File: src/rtl/ilcs_pkg.sv
package ilcs_pkg;

    localparam int unsigned VALUE_W  = 32;
    localparam int unsigned POS_W    = 6;
    localparam int unsigned CMD_W    = 2;
    localparam int unsigned STATUS_W = 3;

    typedef enum logic [CMD_W-1:0] {
        CMD_APPEND = 2'd0,
        CMD_DELETE = 2'd1,
        CMD_READ   = 2'd2,
        CMD_NONE   = 2'd3
    } t_cmd;

    typedef enum logic [STATUS_W-1:0] {
        ST_APPENDED = 3'd0,
        ST_DELETED  = 3'd1,
        ST_EMPTY    = 3'd2,
        ST_INVALID  = 3'd3,
        ST_FULL     = 3'd4,
        ST_ELEMENT  = 3'd5
    } t_status;

    typedef enum logic [1:0] {
        CELL_HOLD   = 2'd0,
        CELL_LOAD   = 2'd1,
        CELL_SHIFT  = 2'd2,
        CELL_ROTATE = 2'd3
    } t_cell_op;

    typedef enum logic {
        S_IDLE = 1'b0,
        S_READ = 1'b1
    } t_state;

    typedef struct packed {
        t_cell_op                   op;
        logic [POS_W-1:0]           pos;
        logic signed [VALUE_W-1:0]  value;
    } t_cell_ctl;

endpackage

File: src/rtl/ilcs_cell.sv
module ilcs_cell #(
    parameter int CW  = 7,
    parameter int IDX = 0
) (
    input  logic                                i_clk,
    input  ilcs_pkg::t_cell_ctl                 i_ctl,
    input  logic [CW-1:0]                       i_count,
    input  logic signed [ilcs_pkg::VALUE_W-1:0] i_next,
    input  logic signed [ilcs_pkg::VALUE_W-1:0] i_head,
    output logic signed [ilcs_pkg::VALUE_W-1:0] o_data
);

    localparam logic [CW-1:0] MY_IDX = CW'(IDX);

    logic signed [ilcs_pkg::VALUE_W-1:0] r_data;
    logic signed [ilcs_pkg::VALUE_W-1:0] n_data;

    always_comb begin
        n_data = r_data;
        case (i_ctl.op)
            ilcs_pkg::CELL_LOAD: begin
                if (i_count == MY_IDX) begin
                    n_data = i_ctl.value;
                end
            end
            ilcs_pkg::CELL_SHIFT: begin
                // close the gap: everything at or above the hole moves down one
                if (IDX >= int'(i_ctl.pos)) begin
                    n_data = i_next;
                end
            end
            ilcs_pkg::CELL_ROTATE: begin
                // last valid cell takes the head word, the rest take their neighbor
                if (i_count - CW'(1) == MY_IDX) begin
                    n_data = i_head;
                end else begin
                    n_data = i_next;
                end
            end
            default: begin
                n_data = r_data;
            end
        endcase
    end

    always_ff @(posedge i_clk) begin
        r_data <= n_data;
    end

    assign o_data = r_data;

endmodule

File: config.mk
export PLATFORM = sky130hd
export DESIGN_NAME = ilcs_cell
export DESIGN_NICKNAME = d
export VERILOG_FILES = /design/src/rtl/ilcs_pkg.sv /design/src/rtl/ilcs_cell.sv
export SDC_FILE = /design/constraint.sdc
export NUM_CORES = 1
export LEC_CHECK = 0
export ABC_AREA = 1
export BUFFER_PORTS_ARGS = -buffer_cell sky130_fd_sc_hd__buf_2
export CORE_AREA = 8 8 76 95
export DETAILED_ROUTE_END_ITERATION = 6
export DIE_AREA = 0 0 84 103
export PLACE_DENSITY = 0.8
export REMOVE_ABC_BUFFERS = 1
export SYNTH_ARGS = -nofsm -noshare
export SYNTH_HDL_FRONTEND = slang
export SYNTH_SLANG_ARGS = --single-unit
File: constraint.sdc
create_clock -name i_clk -period 4 [get_ports i_clk]
set_clock_uncertainty 0.1 [all_clocks]
set_input_delay 0.6 -clock i_clk [delete_from_list [all_inputs] [get_ports i_clk]]
set_output_delay 0.6 -clock i_clk [all_outputs]
set_load 0.05 [all_outputs]
## Yosys cells after proc, flatten, opt, wreduce, memory -nomap -nowiden

Cells that the tools add are included.

| storage, ports and cells | value |
|---|---|
| register bits after elaboration | 32 |
| RAM bits | 0 |
| memories kept | 0 |
| input bits | 112 |
| output and inout port bits | 32 |
| latch bits | 0 |
| memory bits (read-only) | 0 |

| cells by class | value |
|---|---|
| divide/modulo/power cells | 0 |
| multiply operators | 0 |
| reduce and logical (&&, ||, !) cells | 4 |
| $lt $le $gt $ge | 1 |
| add/sub/neg operators | 1 |
| shift operators | 0 |
| equality and inequality tests | 5 |
| multiplexer cells | 4 |
| bitwise logic cells | 0 |

Operators by type and width:

| kind | count |
|---|---|
| $mux 32 | 3 |
| $pmux 32 s3 | 1 |
| $logic_not 7->1 | 2 |
| $sub 7x1->7 const B | 1 |
| $ge 1x6->1 const A | 1 |
| $eq 2x2->1 const B | 2 |
| $ne 2x2->1 const B | 2 |
| $reduce_and 3->1 | 1 |
| $reduce_bool 3->1 | 1 |
| $eq 2x1->1 const B | 1 |

## Longest topological paths before layout

| depth | value |
|---|---|
| depth in word-level cells | 4 |
| depth in mapped cells | 8 |
| depth with buffers taken out | 7 |

## Worst setup path before layout

No wires, ideal clock.

| path | value |
|---|---|
| path type | input -> register |
| start | in i_ctl[39] in the netlist's numbering |
| end | reg r_data (netlist bit o_data[0]), enable pin |
| slack | 1.679 ns |
| setup time | 0.389 ns |
| cell stages on the path | 4 |
| required time | 3.511 ns |
| data arrival time | 1.832 ns |
| cell sequence | buf_2 -> clkbuf_1 -> nand3_1 -> nand2_1 |

| on the way | value |
|---|---|
| cells in the longest elaborated chain, start to end | 3 |
| elaborated cells on any way between the ends | 7 |

RTL lines:

| what | RTL line | source |
|---|---|---|
| from (decl) | ilcs_cell.sv:6 | `input ilcs_pkg::t_cell_ctl i_ctl,` |
| $eq 2x2->1 or $eq 2x1->1 (tied branches) | ilcs_cell.sv:20 | `case (i_ctl.op)` |
| $ne 2x2->1 (no source line) or $reduce_bool 3->1 (tied branches) | -- |  |
| $reduce_and 3->1 (no source line) (*) | -- |  |
| to (signal assigned) | ilcs_cell.sv:47 | `r_data <= n_data;` |
| to (decl) | ilcs_cell.sv:15 | `logic signed [ilcs_pkg::VALUE_W-1:0] r_data;` |

Every way passes the cells marked *; elsewhere a longest branch is shown, timed or not.
A chain may end at the register's enable or synchronous reset.

## Final worst setup path

| path | value |
|---|---|
| start | in i_count[1] |
| end | reg r_data (netlist bit o_data[1]), data pin |

| on the way | value |
|---|---|
| cells in the longest elaborated chain, start to end | 4 |

RTL lines:

| what | RTL line | source |
|---|---|---|
| from (decl) | ilcs_cell.sv:7 | `input logic [CW-1:0] i_count,` |
| $sub 7x1->7 | ilcs_cell.sv:34 | `if (i_count - CW'(1) == MY_IDX) begin` |
| $logic_not 7->1 | ilcs_cell.sv:34 |  |
| $mux 32 | ilcs_cell.sv:34 |  |
| $pmux 32 s3 | ilcs_cell.sv:20 |  |
| net n_data (one bit) | ilcs_cell.sv:16 | `logic signed [ilcs_pkg::VALUE_W-1:0] n_data;` |

The timed path passes the listed nets, and every way through them passes these cells.

==> metrics.csv <==
stage,metric,value,unit
min_path,hold_class,in2reg,
critical_path,cp-endpoint,o_data[1],
timing,max_slew_margin,0.2307,
final_layout,area_delta_synth_final,30.42,%
timing,setup_tns,0,ns
pwr,ir_drop,0.1067,mV
drt,vias,2746,
clock_tree,cts.clk_slew.worst_paths,0.07,ns
clock_tree,ctsResizeCount,0,
clock_tree,htreeDepth,2,
pwr,p_int,0.0006185,W
global_route,gr-usage-met2,0.3278,
global_route,grt.busiest_layer,met2,
clock_tree,cts_tree,yes,
die,initial_utilization,0.4400,
drt,antenna_left,0,
die,die_h,103,um
critical_path,path_cells,buf_2 > nand3b_1 > nor2_4 > nand3_4 > nand2_1 > nand3_1 > nand2_1,
drt,wl_per_cell,14.03,um
final_layout,largest_register_ffs,32,
global_route,grt_max_degree,34,
critical_path,critPathKind,in2reg,
die,rows,31,
placed_design,io_buffer_count,143,
timing,setup_viol,0,
placed_design,dp.final_hpwl,5.782,mm
die,num_io_pins,144,
pwr,p_sw_frac,0.3530,
global_route,grt_pass1_vias,2928,
timing,worst_slack,1.651,ns
drt,first_iter_violations,171,
clock_tree,root_buffer,clkbuf_8,
placed_design,dpl_worst_slack,1.412,ns
critical_path,cp.arrival,2.39,ns
die,fp.dieArea,8652,um^2
pwr,seq_power_share,0.430,
pwr,p_leak,1.956,nW
global_route,grt.met1_usage,0.1941,
final_layout,n_antenna_cell,0,
critical_path,cp-startpoint,i_count[1],
pwr,combPwrFrac,0.319,
clock_tree,hold_buffers,0,
synthesis,synth_cell_type_count,18,
synthesis,synth_seq_area_share,0.3830,
clock_tree,cts_buffers,5,
final_layout,drive_above_1_share,0.3206,
critical_path,startpoint_type,input port,
clock_tree,postCtsSetupRepairBufs,0,
timing,final_hold_viol_count,0,
critical_path,cp_data_required_time,4.04,ns
timing,layout_min_cycle_time,2.349,ns
clock_tree,clock_path_buffers,2,
run,cap_violations,0,
global_route,grt_use_total,0.1841,
global_route,use_met3,0.06957,
pwr,p_clk_frac,0.251,
synthesis,syn-cell-area,2509,um^2
timing,hold_slack,0.5949,ns
clock_tree,cts_sinks,32,
drt,drt_wl_total,7.883,mm
global_route,grt_overflow_total,0,
die,core-area,5702,um^2
drt,drc,0,
critical_path,max_stage_delay,0.65,ns
timing,grt_setup_unrepaired,no,
critical_path,cp_max_fo,33,
global_route,antenna_found_initial,1,
timing,timing.final.crit_share,0.5874,
drt,via_per_inst,4.886,
final_layout,nNetsFinal,607,
drt,first_pass_iters,4,
critical_path,cpMostUsedCell,nand2_1,
synthesis,syn_inst,364,
placed_design,gp_congestion,0.7905,
timing,slew_violations,0,
pwr,switchingPower,0.0003374,W
timing,max_freq,0.4256,GHz
die,die_w,84,um
critical_path,cp-end-kind,flip-flop,
run_status,run_status,finished clean,
synthesis,yosysWarnings,0,
global_route,grt_first_pass_wirelength,13.12,mm
pwr,power.density,292.2,nW/um^2
synthesis,synth_area_per_cell,6.892,um^2
synthesis,ys_ff_latch,32,
critical_path,slowest_stage,nor2_4,
timing,worst_pin_slew,1.151,ns
-- power by group through the flow --
stage | clock [W] | combinational (W) | sequential [W]
finish | 0.000240 | 0.000305 | 0.000411
global route | 0.000263 | 0.000334 | 0.000413
CTS | 0.000245 | 0.000306 | 0.000411
detailed placement | 0 | 0.000306 | 0.000418
global placement | 0 | 0.000299 | 0.000417
floorplan | 0 | 0.0000949 | 0.000517
-- synthesized netlist by cell type --
| library cell | count | area, um^2 |
|---|---|---|
| buf_2 | 10 | 50.05 |
| nand2_2 | 2 | 12.51 |
| nand3_4 | 1 | 17.52 |
| inv_1 | 131 | 491.7 |
| nand2_1 | 68 | 255.2 |
| nor2_1 | 4 | 15.01 |
| buf_4 | 6 | 45.04 |
| buf_6 | 3 | 33.78 |
| nor4_1 | 1 | 6.260 |
| nor2_4 | 2 | 22.52 |
| edfxtp_1 | 32 | 960.9 |
| nor3_1 | 1 | 5.000 |
| inv_2 | 1 | 3.750 |
| clkbuf_1 | 3 | 11.26 |
| nand4_1 | 32 | 200.2 |
| o22ai_1 | 32 | 200.2 |
| nand3b_1 | 1 | 7.510 |
| nand3_1 | 34 | 170.2 |
-- metrics by stage --
stage	total power, W	std cells	utilization	cell area, um^2
CTS	0.0009622	562	0.5738	3272
finish	0.0009559	562	0.5738	3272
global placement	0.0007160	554	0.5594	3189
floorplan	0.0006118	342	-	2369
global route	0.001010	562	0.5738	3272
detailed placement	0.0007237	554	0.5594	3189
-- critical path: cells and delay by family --
kind                   cells  cell delay (ns)
buffers and inverters      1             0.10
and+or+nand+nor            6             1.67
-- worst min-delay path by stage --
stage | start | endpoint | cells past startpoint
final | i_next[8] | o_data[8] | 5
after global routing | i_next[27] | o_data[27] | 5
after CTS | i_next[7] | o_data[7] | 5
after detailed placement | i_next[7] | o_data[7] | 5
after global placement | i_next[9] | o_data[9] | 5
after floorplan | i_next[0] | o_data[0] | 4
-- area by class of cell --
| class | count | area [um^2] |
|---|---|---|
| fillers | 554 | 2430 |
| repair buffers | 146 | 738.2 |
| clock inverters | 3 | 13.76 |
| clock buffers | 5 | 68.82 |
| inverters | 132 | 495.5 |
| flip-flops and latches | 32 | 960.9 |
| multi-input cells | 178 | 912.1 |
| well taps | 66 | 82.58 |
-- kinds of logic after synthesis --
kind of cell / after synthesis / share of synthesized area
buf+inv: 154 / 0.2534
simple gates: 146 / 0.2838
flops: 32 / 0.3830
compound gates: 32 / 0.07980
-- placed cells by master, fill, tap and decap left out, types with 2 or more instances in the layout --
cell type	synthesis	routed
nor2_1	4	4
inv_1	131	131
nand3_1	34	34
buf_2	10	143
nand4_1	32	32
nand2_1	68	68
edfxtp_1	32	32
clkbuf_8	0	5
clkinv_2	0	2
nor2_4	2	2
o22ai_1	32	32
nand2_2	2	2
buf_4	6	3
-- metal layers --
layer | share of wire | vias to the layer above
met5 | 0.0018 | -
met3 | 0.090 | 12
met4 | 0.018 | 2
li1 | - | 1403
met2 | 0.52 | 110
met1 | 0.37 | 1219
Power figures use the tool's default switching activity.
